### src/rtl/core/hst_pkg.sv
`timescale 1ns / 1ps
package hst_pkg;

  // Field widths
  localparam int COORD_WIDTH  = 16;
  localparam int ANGLE_WIDTH  = 16;
  localparam int SPEED_W      = 16;

  // CORDIC datapath
  localparam int CORDIC_STEPS = 30;
  localparam int ZW           = 32;                      // 2^32 = 360 deg
  localparam int PRE_SHIFT    = 58 - COORD_WIDTH;
  localparam int DIFF_W       = COORD_WIDTH + 1;         // goal - robot, exact
  localparam int XY_W         = DIFF_W + PRE_SHIFT + 3;  // headroom for CORDIC gain

  localparam logic [ZW-1:0] Z_HALF_TURN = ZW'(1) << (ZW - 1);
  localparam logic [ZW-1:0] BRG_ROUND   = ZW'(1) << (ZW - 1 - ANGLE_WIDTH);

  localparam logic [ZW-1:0] ATAN_TAB [CORDIC_STEPS] = '{
    32'd536870912, 32'd316933406, 32'd167458907, 32'd85004756, 32'd42667331,
    32'd21354465,  32'd10679838,  32'd5340245,   32'd2670163,  32'd1335087,
    32'd667544,    32'd333772,    32'd166886,    32'd83443,    32'd41722,
    32'd20861,     32'd10430,     32'd5215,      32'd2608,     32'd1304,
    32'd652,       32'd326,       32'd163,       32'd81,       32'd41,
    32'd20,        32'd10,        32'd5,         32'd3,        32'd1
  };

  // Steering constants
  localparam logic [SPEED_W-1:0] HALF_SPEED = SPEED_W'(1) << (SPEED_W - 2);
  localparam logic signed [ANGLE_WIDTH-1:0] QUARTER_TURN =
    ANGLE_WIDTH'(1) << (ANGLE_WIDTH - 2);
  localparam logic signed [ANGLE_WIDTH-1:0] NEG_QUARTER_TURN = -QUARTER_TURN;

  // Word from the difference stage into the CORDIC
  typedef struct packed {
    logic signed [DIFF_W-1:0] dx;
    logic signed [DIFF_W-1:0] dy;
    logic                     flip;
    logic                     zero;
    logic [ANGLE_WIDTH-1:0]   hd;
  } prep_word_t;

  // Word from the CORDIC into the steering stages
  typedef struct packed {
    logic [ZW-1:0]          z;
    logic [ANGLE_WIDTH-1:0] hd;
  } bearing_word_t;

endpackage

### src/rtl/core/hst_prep.sv
`timescale 1ns / 1ps
module hst_prep (
  input  logic                                       clk,
  input  logic                                       rst,
  input  logic                                       in_valid,
  output logic                                       in_ready,
  input  logic signed [hst_pkg::COORD_WIDTH-1:0]     robot_x,
  input  logic signed [hst_pkg::COORD_WIDTH-1:0]     robot_y,
  input  logic signed [hst_pkg::ANGLE_WIDTH-1:0]     heading,
  input  logic signed [hst_pkg::COORD_WIDTH-1:0]     goal_x,
  input  logic signed [hst_pkg::COORD_WIDTH-1:0]     goal_y,
  output logic                                       out_valid,
  input  logic                                       out_ready,
  output hst_pkg::prep_word_t                        out_word
);
  import hst_pkg::*;

  logic                     valid;
  logic                     load;
  prep_word_t               word;
  prep_word_t               word_next;
  logic signed [DIFF_W-1:0] dx_raw;
  logic signed [DIFF_W-1:0] dy_raw;

  assign load     = ~valid | out_ready;
  assign in_ready = load & ~rst;

  // Fold the left half plane onto the right by a half turn.
  always_comb begin
    dx_raw         = DIFF_W'(goal_x) - DIFF_W'(robot_x);
    dy_raw         = DIFF_W'(goal_y) - DIFF_W'(robot_y);
    word_next.flip = dx_raw[DIFF_W-1];
    word_next.dx   = word_next.flip ? -dx_raw : dx_raw;
    word_next.dy   = word_next.flip ? -dy_raw : dy_raw;
    word_next.zero = (dx_raw == '0) && (dy_raw == '0);
    word_next.hd   = heading;
  end

  always_ff @(posedge clk) begin
    if (rst) begin
      valid <= 1'b0;
    end else if (load) begin
      valid <= in_valid;
    end
  end

  always_ff @(posedge clk) begin
    if (in_ready && in_valid) begin
      word <= word_next;
    end
  end

  assign out_valid = valid;
  assign out_word  = word;

endmodule

### config.mk
export PLATFORM = sky130hd
export DESIGN_NAME = hst_prep
export DESIGN_NICKNAME = d
export VERILOG_FILES = /design/src/rtl/core/hst_pkg.sv /design/src/rtl/core/hst_prep.sv
export SDC_FILE = /design/constraint.sdc
export NUM_CORES = 1
export LEC_CHECK = 0
export BUFFER_PORTS_ARGS = -buffer_cell sky130_fd_sc_hd__clkbuf_2
export CORE_ASPECT_RATIO = 1.5
export CORE_MARGIN = 2
export CORE_UTILIZATION = 52
export DETAILED_ROUTE_END_ITERATION = 12
export GPL_TIMING_DRIVEN = 0
export PLACE_DENSITY = 0.82
export SYNTH_ARGS = -nofsm -noshare
export SYNTH_HDL_FRONTEND = slang
export SYNTH_SLANG_ARGS = --single-unit
### constraint.sdc
create_clock -name clk -period 4.1 [get_ports clk]
set_clock_uncertainty 0.1 [all_clocks]
set_input_delay 0.82 -clock clk [delete_from_list [all_inputs] [get_ports clk]]
set_output_delay 0.82 -clock clk [all_outputs]
set_load 0.03 [all_outputs]
==> results.md <==
- Die span in x: 76.5 µm
- Post-synthesis net count: 542
- Run status: finished, final reports clean
- Actual slew at the worst max-slew pin: 0.819 ns
- Nets: 687
- Part of the total power dissipated in combinational logic: 0.378
- Share of total power in sequential cells: 0.373
- Via count of the first global-routing pass: 3408
- Later-pin clock latency in the skew report: 0.29 ns
- Average size of a mapped cell: 9.80 µm²
- Max Cap Violations: 0
- Worst max-slew margin expressed relative to the limit: 0.447
- Launching element type of the critical path: primary input
- Setup repair after global routing missed its margin: no
- Initial core utilization: 0.538
- Number of synthesis warnings: 0
- Depth of the most critical reg-to-reg path: 4
- Post-detailed-route count of antenna-violating nets: 0
- Total count of hold-check failures in the final report: 0
- Leakage power: 2.39 nW
- Dominant cell type by area after synthesis: sky130_fd_sc_hd__edfxtp_1
- Count of hold buffers inserted by post-cts repair: 0
- Final weighted congestion of routability-driven global placement: 0.883
- Hold path depth: 3
- Mapped cell area: 0.00410 mm²
- Max Fclk: 257 MHz
- Clock transition at path regs: 0.06 ns
- Launching point of the worst reg2reg path: out_valid$_SDFFE_PP0N_
- Layout cell share with drive strength beyond 1: 0.293
- Shortest period the worst path allows: 3.89 ns
- Final Max Tran Viols: 0
- Number of levels in the clock H-tree: 2
- First-pass GRT wire length: 15.0 mm
- Placed cells: 658
- Met1 GRT Util: 0.238
- Met2 usage: 0.399
- Gate count of the mapped netlist: 418
- Synth top area share: 0.381
- Worst setup slack for register-to-register paths: 2.48 ns
- Drt wl/cell: 13.9 µm
- Num CTS Buffers: 5
- Number of unique standard cell types used by synthesis: 68
- Initial antenna violation count: 0
- Proportion of synthesized flip-flops having asynchronous set or reset: 0
- Number of clock sinks: 53
- Final-report setup violation count: 0
- Total power divided by cell area: 360 mW/mm²
- Placeable core region: 0.00761 mm²
- Setup CP Type: in -> reg
- Most frequent standard cell in the layout excluding fill and tap cells: sky130_fd_sc_hd__clkbuf_2
- Post-CTS setup buffer count: 0
- Setup tns final: 0 ns
- Kind of end point of the critical path: flop
- Primary FF master, synth: sky130_fd_sc_hd__edfxtp_1
- Die Height: 113 µm
- Commonest cells after routing, fill and taps aside: sky130_fd_sc_hd__clkbuf_2, sky130_fd_sc_hd__inv_1, sky130_fd_sc_hd__edfxtp_1, sky130_fd_sc_hd__ha_1, sky130_fd_sc_hd__xnor2_1
- CTS tree: yes
- Max Root-Sink Buffers: 2
- Drt first pass iters: 5
- Peak VDD IR: 0.275 mV
- Cells taking the most area after synthesis: sky130_fd_sc_hd__edfxtp_1, sky130_fd_sc_hd__ha_1, sky130_fd_sc_hd__xnor2_1
- Routing layer with the top usage in global route: met2
- Number of DRC markers in iteration 0: 265
- Beginning of the worst hold path: out_valid$_SDFFE_PP0N_
- Number of antenna cells inserted: 0
- Aggregate routed wire length: 9.28 mm
- Tot GR Track Use: 0.213
- Clock power share: 0.248
- Gr ovfl total: 0
- Remaining design rule violation count: 0
- Data required time at the worst endpoint: 4.02 ns
- Cell internal pwr: 1.24 mW
- Number of vias per cell after detailed routing: 5.38
- Launching element of the worst setup path: goal_y[0]
- Crit path max fanout: 5
- Area growth from synthesis to final layout: 25.2%
- Share of synthesized area occupied by flip-flops and latches: 0.386
- Port-buffer cells: 137
- Worst-case hold path end point: out_valid$_SDFFE_PP0N_
- Number of synthesized flops with an enable pin: 52
- Share of total power consumed by net switching: 0.330
- Cell row count: 39
- Worst r2r dst: out_word[11]$_DFFE_PP_
- Half-perimeter wire length after placement: 7.46 mm
- Non-filler cells in the finished layout: 666
- Fraction of the cycle the final worst path needs: 0.948
- Switching power of the nets: 0.610 mW
- Full die area: 0.00862 mm²
- Total via count after detailed routing: 3580
- Met3 Track Usage GR: 0.0303
- Class of the tightest hold or removal check: reg -> reg
- I/O pin count: 138
- Flop and latch count out of synthesis: 53
- Largest net degree at the start of global routing: 44
- Root Driver: sky130_fd_sc_hd__clkbuf_16
- Worst EP arrival: 3.80 ns
[cells in the mapped netlist (all sizes together) (3+ instances only)]
| master | instances |
|---|---|
| a211o | 3 |
| a211oi | 3 |
| a21o | 3 |
| a21oi | 33 |
| a31oi | 8 |
| and2 | 7 |
| and3 | 9 |
| buf | 4 |
| clkbuf | 3 |
| edfxtp | 52 |
| ha | 38 |
| inv | 55 |
| mux2i | 3 |
| nand2 | 23 |
| nand3 | 8 |
| nor2 | 27 |
| nor2b | 7 |
| nor3 | 5 |
| o211ai | 3 |
| o21a | 4 |
| o21ai | 19 |
| o31a | 5 |
| o41ai | 3 |
| xnor2 | 37 |
| xor2 | 15 |
[final cells by class]
type                       count  area, µm²
buffer                         7       45.0
clock buffer                   6        129
clock inverter                 2       33.8
fill                         634       2480
inverter                      55        206
multi-input combinational    303       2300
sequential                    53       1580
tap                          102        128
timing repair buffer         138        706
[per-layer routing]
metal,wire (µm),vias to the layer above
met5,0,-
met1,3680,1629
li1,-,1794
met3,516,19
met4,262,0
met2,4820,138
[power by group through the flow]
stage                     Combinational (mW)  Sequential (mW)  Clock [mW]
after floorplan                        0.424            0.785           0
after global placement                 0.659            0.700           0
after detailed placement               0.683            0.700           0
after CTS                              0.688            0.689       0.465
after global routing                   0.768            0.692       0.485
final                                  0.699            0.689       0.459
[logic make-up (layout without fill, tap and decap cells)]
kind of cell	count (synthesis)	after routing	synth area share
mux	3	3	0.00733
simple gates	104	104	0.132
compound gates	104	104	0.176
fa+ha+maj	40	40	0.126
flops	53	53	0.386
xor+xnor	52	52	0.111
buf+inv	62	208	0.0614
[critical path, cell delays in order]
cell,delay [ns]
sky130_fd_sc_hd__clkbuf_2,0.08
sky130_fd_sc_hd__inv_1,0.06
sky130_fd_sc_hd__ha_1,0.14
sky130_fd_sc_hd__inv_1,0.05
sky130_fd_sc_hd__fa_1,0.41
sky130_fd_sc_hd__a21o_1,0.24
sky130_fd_sc_hd__a221oi_4,0.30
sky130_fd_sc_hd__o21ai_2,0.13
sky130_fd_sc_hd__o31a_1,0.34
sky130_fd_sc_hd__a211o_1,0.38
sky130_fd_sc_hd__nor3_2,0.15
sky130_fd_sc_hd__nor4bb_4,0.24
sky130_fd_sc_hd__ha_1,0.29
sky130_fd_sc_hd__nand2_1,0.08
sky130_fd_sc_hd__o21ai_0,0.10
[state kept, by name, indices dropped and copies added, names as in the netlist]
| signal | cells |
|---|---|
| out_valid | 1 |
| out_word | 52 |
[what timing repair did]
item,CTS,global route
hold endpoints to repair,0,0
setup endpoints to repair,0,1
gates resized for setup,0,5
[how the worst max path moves through the flow]
stage	depth (start not counted)	slack (ns)	endpoint
global placement	15	0.07	out_word[34]$_DFFE_PP_
finish	15	0.21	out_word[34]$_DFFE_PP_
floorplan	14	0.36	out_word[34]$_DFFE_PP_
detailed placement	16	-0.19	out_word[34]$_DFFE_PP_
CTS	15	0.05	out_word[34]$_DFFE_PP_
global route	15	0.007	out_word[34]$_DFFE_PP_
[per-stage QoR]
stage	hold slack, ns	util	worst slack [ns]	instance area [µm²]	power, mW
floorplan	0.619	-	0.361	4100	1.21
global placement	0.482	0.645	0.0683	4910	1.36
detailed placement	0.509	0.648	-0.187	4930	1.38
CTS	0.517	0.669	0.0523	5090	1.84
global route	0.591	0.674	0.00727	5130	1.94
finish	0.519	0.674	0.214	5130	1.85
Power figures use the tool's default switching activity.
