### src/rtl/core/hst_pkg.sv
`timescale 1ns / 1ps
package hst_pkg;

  // Field widths
  localparam int COORD_WIDTH  = 16;
  localparam int ANGLE_WIDTH  = 16;
  localparam int SPEED_W      = 16;

  // CORDIC datapath
  localparam int CORDIC_STEPS = 30;
  localparam int ZW           = 32;                      // 2^32 = 360 deg
  localparam int PRE_SHIFT    = 58 - COORD_WIDTH;
  localparam int DIFF_W       = COORD_WIDTH + 1;         // goal - robot, exact
  localparam int XY_W         = DIFF_W + PRE_SHIFT + 3;  // headroom for CORDIC gain

  localparam logic [ZW-1:0] Z_HALF_TURN = ZW'(1) << (ZW - 1);
  localparam logic [ZW-1:0] BRG_ROUND   = ZW'(1) << (ZW - 1 - ANGLE_WIDTH);

  localparam logic [ZW-1:0] ATAN_TAB [CORDIC_STEPS] = '{
    32'd536870912, 32'd316933406, 32'd167458907, 32'd85004756, 32'd42667331,
    32'd21354465,  32'd10679838,  32'd5340245,   32'd2670163,  32'd1335087,
    32'd667544,    32'd333772,    32'd166886,    32'd83443,    32'd41722,
    32'd20861,     32'd10430,     32'd5215,      32'd2608,     32'd1304,
    32'd652,       32'd326,       32'd163,       32'd81,       32'd41,
    32'd20,        32'd10,        32'd5,         32'd3,        32'd1
  };

  // Steering constants
  localparam logic [SPEED_W-1:0] HALF_SPEED = SPEED_W'(1) << (SPEED_W - 2);
  localparam logic signed [ANGLE_WIDTH-1:0] QUARTER_TURN =
    ANGLE_WIDTH'(1) << (ANGLE_WIDTH - 2);
  localparam logic signed [ANGLE_WIDTH-1:0] NEG_QUARTER_TURN = -QUARTER_TURN;

  // Word from the difference stage into the CORDIC
  typedef struct packed {
    logic signed [DIFF_W-1:0] dx;
    logic signed [DIFF_W-1:0] dy;
    logic                     flip;
    logic                     zero;
    logic [ANGLE_WIDTH-1:0]   hd;
  } prep_word_t;

  // Word from the CORDIC into the steering stages
  typedef struct packed {
    logic [ZW-1:0]          z;
    logic [ANGLE_WIDTH-1:0] hd;
  } bearing_word_t;

endpackage

### src/rtl/core/hst_steer.sv
`timescale 1ns / 1ps
module hst_steer (
  input  logic                           clk,
  input  logic                           rst,
  input  logic                           in_valid,
  output logic                           in_ready,
  input  hst_pkg::bearing_word_t         in_word,
  output logic                           out_valid,
  input  logic                           out_ready,
  output logic [hst_pkg::SPEED_W-1:0]    left_speed,
  output logic [hst_pkg::SPEED_W-1:0]    right_speed
);
  import hst_pkg::*;

  localparam int DW = SPEED_W + 1;

  logic                          valid_a;
  logic                          valid_b;
  logic                          load_a;
  logic                          load_b;
  logic [ZW-1:0]                 z_round;
  logic signed [ANGLE_WIDTH-1:0] err_next;
  logic signed [ANGLE_WIDTH-1:0] err_a;
  logic signed [DW-1:0]          d;
  logic [SPEED_W-1:0]            left_next;
  logic [SPEED_W-1:0]            right_next;
  logic [SPEED_W-1:0]            left_b;
  logic [SPEED_W-1:0]            right_b;

  assign load_b   = ~valid_b | out_ready;
  assign load_a   = ~valid_a | load_b;
  assign in_ready = load_a;

  // Round bearing to the angle width, then take the wrapped error.
  always_comb begin
    z_round  = in_word.z + BRG_ROUND;
    err_next = z_round[ZW-1 -: ANGLE_WIDTH] - in_word.hd;
  end

  // Scale error to speed units (err/180 with 1.0 at half the speed range).
  generate
    if (ANGLE_WIDTH <= SPEED_W) begin : g_widen
      assign d = DW'(err_a) <<< (SPEED_W - ANGLE_WIDTH);
    end else begin : g_narrow
      logic signed [ANGLE_WIDTH:0] err_rnd;
      assign err_rnd = (ANGLE_WIDTH + 1)'(err_a)
                     + ((ANGLE_WIDTH + 1)'(1) << (ANGLE_WIDTH - SPEED_W - 1));
      assign d = DW'(err_rnd >>> (ANGLE_WIDTH - SPEED_W));
    end
  endgenerate

  always_comb begin
    if (err_a >= QUARTER_TURN) begin
      left_next  = '0;
      right_next = HALF_SPEED;
    end else if (err_a <= NEG_QUARTER_TURN) begin
      left_next  = HALF_SPEED;
      right_next = '0;
    end else begin
      left_next  = SPEED_W'(DW'(HALF_SPEED) - d);
      right_next = SPEED_W'(DW'(HALF_SPEED) + d);
    end
  end

  always_ff @(posedge clk) begin
    if (rst) begin
      valid_a <= 1'b0;
      valid_b <= 1'b0;
    end else begin
      if (load_a) begin
        valid_a <= in_valid;
      end
      if (load_b) begin
        valid_b <= valid_a;
      end
    end
  end

  always_ff @(posedge clk) begin
    if (load_a && in_valid) begin
      err_a <= err_next;
    end
    if (load_b && valid_a) begin
      left_b  <= left_next;
      right_b <= right_next;
    end
  end

  assign out_valid   = valid_b;
  assign left_speed  = left_b;
  assign right_speed = right_b;

endmodule

### config.mk
export PLATFORM = sky130hd
export DESIGN_NAME = hst_steer
export DESIGN_NICKNAME = d
export VERILOG_FILES = /design/src/rtl/core/hst_pkg.sv /design/src/rtl/core/hst_steer.sv
export SDC_FILE = /design/constraint.sdc
export NUM_CORES = 1
export LEC_CHECK = 0
export BUFFER_PORTS_ARGS = -buffer_cell sky130_fd_sc_hd__clkbuf_2
export CORE_ASPECT_RATIO = 2
export CORE_UTILIZATION = 35
export CTS_CLUSTER_DIAMETER = 30
export DETAILED_ROUTE_END_ITERATION = 10
export PLACE_DENSITY = 0.55
export SETUP_SLACK_MARGIN = 0.05
export SYNTH_ARGS = -nofsm -noshare
export SYNTH_HDL_FRONTEND = slang
export SYNTH_SLANG_ARGS = --single-unit
### constraint.sdc
create_clock -name clk -period 5.5 [get_ports clk]
set_input_delay 0.275 -clock clk [delete_from_list [all_inputs] [get_ports clk]]
set_output_delay 0.275 -clock clk [all_outputs]
set_load 0.03 [all_outputs]
==> run_results.csv, run 1 <==
group,metric,value,unit
synthesis,ys_seq_elements,49,
setup_path,worstSetupPathType,"in -> reg",
sta,period_minus_slack,2440,ps
synthesis,syn-num-nets,373,
floorplan,die_h,135,um
setup_path,r2r_cells,6,
clock_tree,clock-sinks,49,
route,vias,2263,
clock_tree,cts_setup_buffers,0,
route,via_per_inst,4.76,
floorplan,dieWidth,68.4,um
synthesis,ys_seq_area_share,47.0,%
route,firstDrtPassIters,5,
synthesis,synthCells,299,
flow_run,max-cap-violations,0,
pwr,p_leak,0.00156,uW
clock_tree,cts_buffers,5,
clock_tree,cts_tree,"yes",
synthesis,async_reset_ff_share,0,%
grt,grt-ovfl-total,0,
pwr,powerDensity,299,nW/um^2
run_status,status,"finished clean",
floorplan,core,8590,um^2
sta,setup_tns,0,ps
sta,worstMarginPinSlew,757,ps
layout,fill_cells,858,
layout,layout.cells.non_filler,475,
setup_path,cp.required,5530,ps
route,totalWireLength,5410,um
route,first_iter_violations,121,
clock_tree,postCtsHoldBufs,0,
setup_path,critPathArrivalTime,2470,ps
setup_path,critPathCaptureType,"register",
layout,finish.net_count,448,
hold_path,hold_path.class,"in -> reg",
setup_path,cp-start-kind,"input port",
sta,fmax,0.411,GHz
clock_tree,cts_max_level,2,
layout,layout-drive-gt1-share,22.4,%
clock_tree,clock_path_buffers,2,
pwr,vdd.ir_drop.worst,154,uV
hold_path,hold_depth,2,
clock_tree,cts_root_buffer,"clkbuf_16",
sta,setup_viol,0,
route,drcViolationCount,0,
floorplan,rows,48,
clock_tree,clkLatencyLatePin,290,ps
route,ant_nets,0,
setup_path,cp_max_fo,6,
sta,drv_slew,0,
grt,grt_util_all_layers,13.2,%
grt,antenna_found_initial,0,
placement,dp_cells,467,
synthesis,syn_avg_cell_area,10.3,um^2
sta,finalCritPeriodShare,44.3,%
sta,hold_viol_final,0,
synthesis,dominantRegCellSynth,"edfxtp_1",
layout,antenna_cells,0,
synthesis,synth_edf_count,47,
sta,rsz0062_at_grt,"no",
clock_tree,path_clk_slew,60,ps
synthesis,yosys_warnings,0,
sta,relSlewSlack,49.4,%
layout,synthToLayoutAreaGrowth,20.0,%
route,routedWlPerCell,11.4,um
grt,grt_pass1_wl,9180,um
grt,grt_max_degree,32,
synthesis,synth.distinct_cells,41,
grt,grt_pass1_vias,2189,
synthesis,synth.cell_area,3090,um^2
floorplan,dieArea,9230,um^2
placement,gp_congestion,0.821,
placement,place_hpwl,4540,um
placement,io_buffers,70,
layout,multi_input_area,1510,um^2
floorplan,start_util,36.0,%
clock_tree,post_cts_resized,0,
floorplan,io_pins,86,
sta,clock_skew,5.59,ps
layout,seq_area,1450,um^2
==> cell usage in the layout, fill, tap and decap left out, drive strengths merged, types with 2 or more instances in the layout <==
cell type	Yosys	final
a211oi	3	3
a21o	2	2
a21oi	18	18
and2	16	16
and4	2	2
clkbuf	0	76
dfxtp	2	2
edfxtp	47	47
ha	21	21
inv	27	27
nand2	22	22
nand2b	3	3
nand3	9	9
nand3b	2	2
nand4	6	6
nor2	34	34
nor2b	4	4
nor3	7	7
nor4	4	4
o211ai	2	2
o21ai	12	12
or3	2	2
xnor2	27	27
xor2	13	13
==> cell usage after synthesis, types with 3 or more instances <==
cell / instances / area [um^2]
edfxtp_1: 47 / 1410
ha_1: 21 / 263
xor2_1: 13 / 114
nor3_1: 7 / 35.0
nand2b_1: 3 / 18.8
nand3_1: 8 / 40.0
nor4_1: 3 / 18.8
inv_1: 27 / 101
and2_1: 16 / 100
xnor2_1: 27 / 236
a21oi_1: 18 / 90.1
nor2_1: 33 / 124
nand4_1: 6 / 37.5
nor2b_1: 4 / 25.0
o21ai_0: 11 / 55.1
nand2_1: 22 / 82.6
==> state kept, by name, summed over array words and instances (netlist names) <==
name,flops
out_valid,1
left_speed,16
right_speed,15
valid_a,1
err_a,16
==> final cells by class <==
class | count | area share (%)
Clock buffer | 6 | 3.48
Clock inverter | 2 | 0.911
Inverter | 27 | 2.73
Multi-Input combinational cell | 220 | 40.7
Sequential cell | 49 | 39.1
Tap cell | 100 | 3.37
Timing Repair Buffer | 71 | 9.65
==> kinds of logic (layout without fill, tap and decap cells) <==
logic type	count (synthesis)	after routing	share of synthesized area [%]
xor gates and xnor gates	40	40	11.3
muxes	1	1	0.324
AOI/OAI and AO/OA	44	44	9.19
adders and majority gates	22	22	9.15
and+or+nand+nor	113	113	18.8
buffers and inverters	30	106	4.25
DFF	49	49	47.0
==> metrics by stage <==
stage	worst slack [ps]	power [uW]	hold slack [ps]	instance area, um^2	utilization, %
final	3060	1110	158	3710	43.2
after CTS	3010	1120	152	3710	43.2
after global routing	2750	1170	171	3710	43.2
after global placement	2720	782	452	3540	41.3
after detailed placement	2720	787	452	3540	41.3
after floorplan	3070	718	347	3090	-
==> report_power, final <==
group          internal (uW)  switching [uW]
Clock                    213             120
Sequential               470            27.0
Combinational            109             169
==> routing by layer <==
metal	track usage (%)	vias up	share of wire, %
met5	0	-	0
met4	6.71	0	2.5
met3	1.77	8	4.0
met2	25.0	54	59
met1	13.0	1007	35
li1	-	1194	-
==> worst max-delay path: stages <==
cell	delay, ps
clkbuf_2	120
and3_1	210
and4_1	300
nand4_1	150
xnor2_1	160
ha_1	360
a21oi_1	340
o21ai_0	180
nor2_1	130
a21oi_1	80
xnor2_1	150
==> worst paths after layout <==
| kind | start | end | slack, ps |
|---|---|---|---|
| worst max register to register | err_a[14] | right_speed[13] | 3250 |
| worst max-delay path | in_word[33] | err_a[15] | 3060 |
| worst min register to register | valid_a | out_valid | 520 |
| worst min-delay path | rst | valid_a | 160 |
Power figures use the tool's default switching activity.
==> inputs of run 2 (changes only) <==
clock period = 2.5 ns   (was 5.5 ns; I/O delays follow)
==> run_results.csv, run 2 (synthesized netlist as in run 1, its figures left out) <==
group,metric,value,unit
run_status,status,"finished clean",
layout,fill_cells,847,
clock_tree,cts_buffers,5,
sta,relSlewSlack,54.0,%
hold_path,hold_path.class,"in -> reg",
setup_path,r2r_end,"right_speed[13]",
grt,antenna_found_initial,0,
clock_tree,cts_root_buffer,"clkbuf_16",
route,via_per_inst,4.67,
setup_path,r2r_cells,6,
clock_tree,clkLatencyLatePin,290,ps
layout,finish.net_count,463,
floorplan,core,8590,um^2
sta,rsz0062_at_grt,"no",
route,drcViolationCount,0,
placement,place_hpwl,4630,um
hold_path,holdPathEnd,"valid_a",
grt,met3_usage,1.77,%
grt,grt-ovfl-total,0,
pwr,powerDensity,647,nW/um^2
sta,timing.hold.ws,80.3,ps
setup_path,r2r-start,"err_a[5]",
layout,synthToLayoutAreaGrowth,23.8,%
grt,grt_pass1_wl,9320,um
route,vias,2288,
route,firstDrtPassIters,4,
setup_path,cp.required,2540,ps
flow_run,max-cap-violations,0,
setup_path,cp-start-kind,"register",
hold_path,hold_depth,3,
layout,final_common_cell,"clkbuf_2",
sta,hold_viol_final,0,
pwr,vdd.ir_drop.worst,294,uV
layout,antenna_cells,0,
pwr,p_leak,0.00163,uW
clock_tree,cts_max_level,2,
grt,use_met2,24.7,%
clock_tree,path_clk_slew,60,ps
setup_path,cp_max_fo,13,
floorplan,io_pins,86,
sta,worstMarginPinSlew,690,ps
grt,grt-busiest-layer,"met2",
floorplan,start_util,36.0,%
grt,grt_max_degree,32,
sta,fmax,0.460,GHz
grt,grt_pass1_vias,2259,
sta,finalCritPeriodShare,87.0,%
clock_tree,clock-sinks,49,
floorplan,dieWidth,68.4,um
clock_tree,cts_tree,"yes",
route,ant_nets,0,
grt,gr-usage-met1,13.0,%
clock_tree,clock_path_buffers,2,
sta,drv_slew,0,
setup_path,r2r_setup_slack,330,ps
route,routedWlPerCell,11.2,um
sta,period_minus_slack,2170,ps
sta,clock_skew,3.33,ps
setup_path,critPathCaptureType,"register",
floorplan,rows,48,
layout,most-common-layout-cells,"clkbuf_2 (70), edfxtp_1 (47), nor2_1 (33)",
setup_path,worstSetupPathType,"reg -> reg",
layout,layout-drive-gt1-share,25.4,%
pwr,p_total,2470,uW
sta,setup_viol,0,
setup_path,critPathArrivalTime,2210,ps
hold_path,min-delay-start,"in_valid",
placement,gp_congestion,0.815,
route,totalWireLength,5470,um
placement,io_buffers,70,
floorplan,die_h,135,um
grt,grt_util_all_layers,13.5,%
sta,setup_tns,0,ps
floorplan,dieArea,9230,um^2
route,first_iter_violations,99,
[run 2: area by class of cell]
type	count	area (um^2)	share of cell area (%)
multi-input combinational	220	1510	39.5
sequential	49	1450	37.9
timing repair buffer	86	473	12.4
clock buffer	6	129	3.37
tap	100	125	3.27
inverter	27	101	2.65
clock inverter	2	33.8	0.883
[run 2: worst max path at each step]
stage                      from              end  slack, ps
floorplan             out_valid    left_speed[0]         70
global placement    in_word[31]        err_a[14]         10
detailed placement  in_word[31]        err_a[14]         -5
CTS                 in_word[31]        err_a[14]        310
global route        in_word[31]        err_a[14]         80
finish                 err_a[5]  right_speed[13]        330
[run 2: repair_timing]
action                                  in CTS  in global routing
hold buffers                                 1                  0
resized for setup                            0                  1
endpoints found under the hold margin        1                  0
buffers inserted                             0                  0
endpoints found under the setup margin       0                  1
[run 2: stage by stage]
stage	instance area, um^2	utilization (%)	setup slack [ps]	instances
4_1_cts	3820	44.5	310	490
3_3_place_gp	3650	42.5	14.8	481
2_1_floorplan	3090	-	69.9	299
5_1_grt	3820	44.5	77.1	490
6_report	3820	44.5	325	490
3_5_place_dp	3650	42.5	-5.13	481
[run 2: routing by layer]
layer / vias up / share of wire, % / routed length, um
met3: 14 / 4.0 / 219
met2: 63 / 57 / 3100
li1: 1226 / - / -
met5: - / 0 / 0
met1: 985 / 35 / 1920
met4: 0 / 4.1 / 224
[run 2: worst max-delay path, cell delays in order (launching register included)]
cell	delay [ps]
edfxtp_1	470
nor4_4	430
nand3_2	220
o32ai_4	350
a211oi_2	90
buf_4	190
and2_1	180
[run 2: where the power goes]
part,switching (uW),internal [uW]
logic,375,267
registers,59.5,1030
clock network,269,468
==> inputs of run 3 (changes only) <==
ABC_AREA = 1   (was default)
CTS_BUF_LIST = sky130_fd_sc_hd__clkbuf_4   (was default)
PLACE_DENSITY = 0.54   (was 0.55)
==> run_results.csv, run 3 <==
group,metric,value,unit
layout,final_common_cell,"nand2_1",
route,totalWireLength,6430,um
clock_tree,path_clk_slew,130,ps
setup_path,r2r_setup_slack,530,ps
route,drcViolationCount,0,
grt,antenna_found_initial,1,
placement,io_buffers,70,
synthesis,yosysTopAreaCellShare,41.3,%
grt,grt_util_all_layers,13.9,%
route,firstDrtPassIters,4,
sta,hold_viol_final,0,
sta,finalCritPeriodShare,84.5,%
synthesis,async_reset_ff_share,0,%
hold_path,hold_path.class,"in -> reg",
grt,grt_pass1_vias,2691,
placement,gp_congestion,0.901,
setup_path,worstSetupPathType,"in -> reg",
floorplan,die_h,142,um
layout,layout-drive-gt1-share,22.5,%
sta,fmax,0.474,GHz
clock_tree,cts_tree,"yes",
pwr,p_total,2290,uW
clock_tree,cts_buffers,5,
grt,grt_max_degree,32,
setup_path,endpoint,"err_a[15]",
grt,grt_pass1_wl,11100,um
clock_tree,clkLatencyLatePin,370,ps
floorplan,core,9450,um^2
synthesis,synthTopCellsByCount,"nand2_1 (79), inv_1 (72), nor2_1 (54)",
synthesis,synthCells,405,
synthesis,synth_fa_ha_area_share,8.28,%
setup_path,cp-start-kind,"input port",
clock_tree,cts_setup_buffers,0,
route,first_iter_violations,124,
route,vias,2753,
synthesis,ys_seq_elements,49,
flow_run,max-cap-violations,0,
sta,period_minus_slack,2110,ps
sta,clock_skew,4.40,ps
synthesis,dominantRegCellSynth,"edfxtp_1",
setup_path,path_cells,"clkbuf_2 > ha_1 > nand2_1 > nor2_1 > nand2_1 > nor2_2 > nand2_1 > nor2_1 > xor2_1 > inv_1 > ha_1 > nand2_1 > nor4_1 > nand2_1 > nand3_1 > nand2_1",
setup_path,r2r_cells,10,
setup_path,cp_common_cell,"nand2_1",
grt,grt-ovfl-total,0,
setup_path,cp_max_fo,4,
clock_tree,cts_root_buffer,"clkbuf_4",
setup_path,cp-startpoint,"in_word[31]",
synthesis,synth_top_family_by_area,"simple AND/OR/NAND/NOR gates",
run_status,status,"finished clean",
placement,place_hpwl,5470,um
floorplan,dieArea,10200,um^2
synthesis,synth.distinct_cells,29,
synthesis,synthXorXnorAreaFrac,9.23,%
synthesis,ys_seq_area_share,42.5,%
pwr,p_leak,0.00204,uW
route,via_per_inst,4.41,
synthesis,synth.cell_area,3420,um^2
synthesis,syn_avg_cell_area,8.44,um^2
setup_path,critPathCaptureType,"register",
synthesis,synth-compound-area-share,5.27,%
clock_tree,cts_max_level,2,
sta,rsz0062_at_grt,"no",
synthesis,synthSimpleGateAreaFrac,25.4,%
floorplan,io_pins,86,
synthesis,synth_area_leaders,"edfxtp_1 (41%), nand2_1 (8.7%), xor2_1 (7.9%), inv_1 (7.9%), ha_1 (7.7%)",
clock_tree,clock-sinks,49,
clock_tree,post_cts_resized,0,
clock_tree,clock_path_buffers,2,
synthesis,synthMuxAreaShare,0,%
pwr,vdd.ir_drop.worst,213,uV
route,routedWlPerCell,10.3,um
floorplan,start_util,36.2,%
sta,worstMarginPinSlew,559,ps
placement,dpl_worst_slack,-8.13,ps
pwr,powerDensity,555,nW/um^2
layout,synthToLayoutAreaGrowth,20.6,%
synthesis,yosys.area.top_type,"edfxtp_1",
setup_path,critical_path.max_stage_delay,320,ps
setup_path,cp_slowest_cell,"ha_1",
setup_path,cp.required,2640,ps
sta,drv_slew,0,
sta,relSlewSlack,62.7,%
setup_path,r2r_end,"right_speed[3]",
synthesis,syn-num-nets,479,
sta,setup_viol,0,
setup_path,critPathArrivalTime,2260,ps
floorplan,rows,50,
synthesis,yosysMostFrequentCell,"nand2_1",
setup_path,r2r-start,"err_a[0]",
synthesis,yosys_warnings,0,
synthesis,synth_edf_count,47,
sta,setup_slack,389,ps
route,ant_nets,0,
layout,finish.net_count,566,
floorplan,dieWidth,71.9,um
layout,fill_cells,969,
layout,most-common-layout-cells,"nand2_1 (79), inv_1 (72), clkbuf_2 (70)",
run 3: changes by cell type after synthesis, sizes merged, moves of 4 or more:
cell	delta
nand3	+18
xnor2	-22
nor2	+34
nand2	+59
xor2	+18
nor2b	-4
and2	-16
inv	+46
run 3: what timing repair did:
action	in CTS	in global routing
endpoints found under the hold margin	2	1
hold buffers	1	1
setup endpoints to repair	0	0
run 3: worst min path at each step:
stage                     depth (start not counted)        end  slack (ps)      start
after floorplan                                   1  out_valid         190        rst
after global placement                            2  out_valid         300        rst
after detailed placement                          2    valid_a         300        rst
after CTS                                         3    valid_a         0.4   in_valid
after global routing                              4  out_valid          30  out_ready
final                                             4  out_valid          30  out_ready
run 3: metrics by stage:
step | TNS [ps] | hold WS (ps) | util, % | cells | instance area (um^2)
after floorplan | 0 | 194 | - | 405 | 3420
after global placement | -2.63 | 301 | 42.3 | 613 | 3990
after detailed placement | -8.13 | 301 | 42.3 | 613 | 3990
after CTS | 0 | 0.436 | 43.5 | 622 | 4110
after global routing | 0 | 29.7 | 43.6 | 624 | 4120
final | 0 | 27.9 | 43.6 | 624 | 4120
run 3: cell families after synthesis:
group                      count (synthesis)
adders and majority gates                 22
AOI/OAI and AO/OA                         34
xor gates and xnor gates                  36
DFF                                       49
buffers and inverters                     77
and+or+nand+nor                          187
run 3: layer usage:
layer / GRT usage, % / part of all wire (%) / up-vias
met1: 11.9 / 33 / 1203
li1: - / - / 1466
met5: 0 / 0 / -
met2: 29.1 / 62 / 73
met4: 7.22 / 2.8 / 0
met3: 1.70 / 3.0 / 11
run 3: area by class of cell:
class	count	area, um^2	share of cell area (%)
Antenna cell	1	2.50	0.0607
Clock buffer	5	37.5	0.911
Clock inverter	3	68.8	1.67
Inverter	73	274	6.65
Multi-Input combinational cell	279	1650	40.1
Sequential cell	49	1450	35.2
Tap cell	130	163	3.95
Timing Repair Buffer	84	473	11.5
run 3: power by group:
group / internal (uW) / total [uW] / switching [uW]
logic: 237 / 669 / 432
clock network: 315 / 560 / 245
registers: 1010 / 1060 / 43.3
run 3: worst max-delay path: cells and delay by family:
family | cells | cell delay (ps)
adders and majority gates | 2 | 480
xor gates and xnor gates | 1 | 150
buffers and inverters | 2 | 140
and+or+nand+nor | 11 | 1370
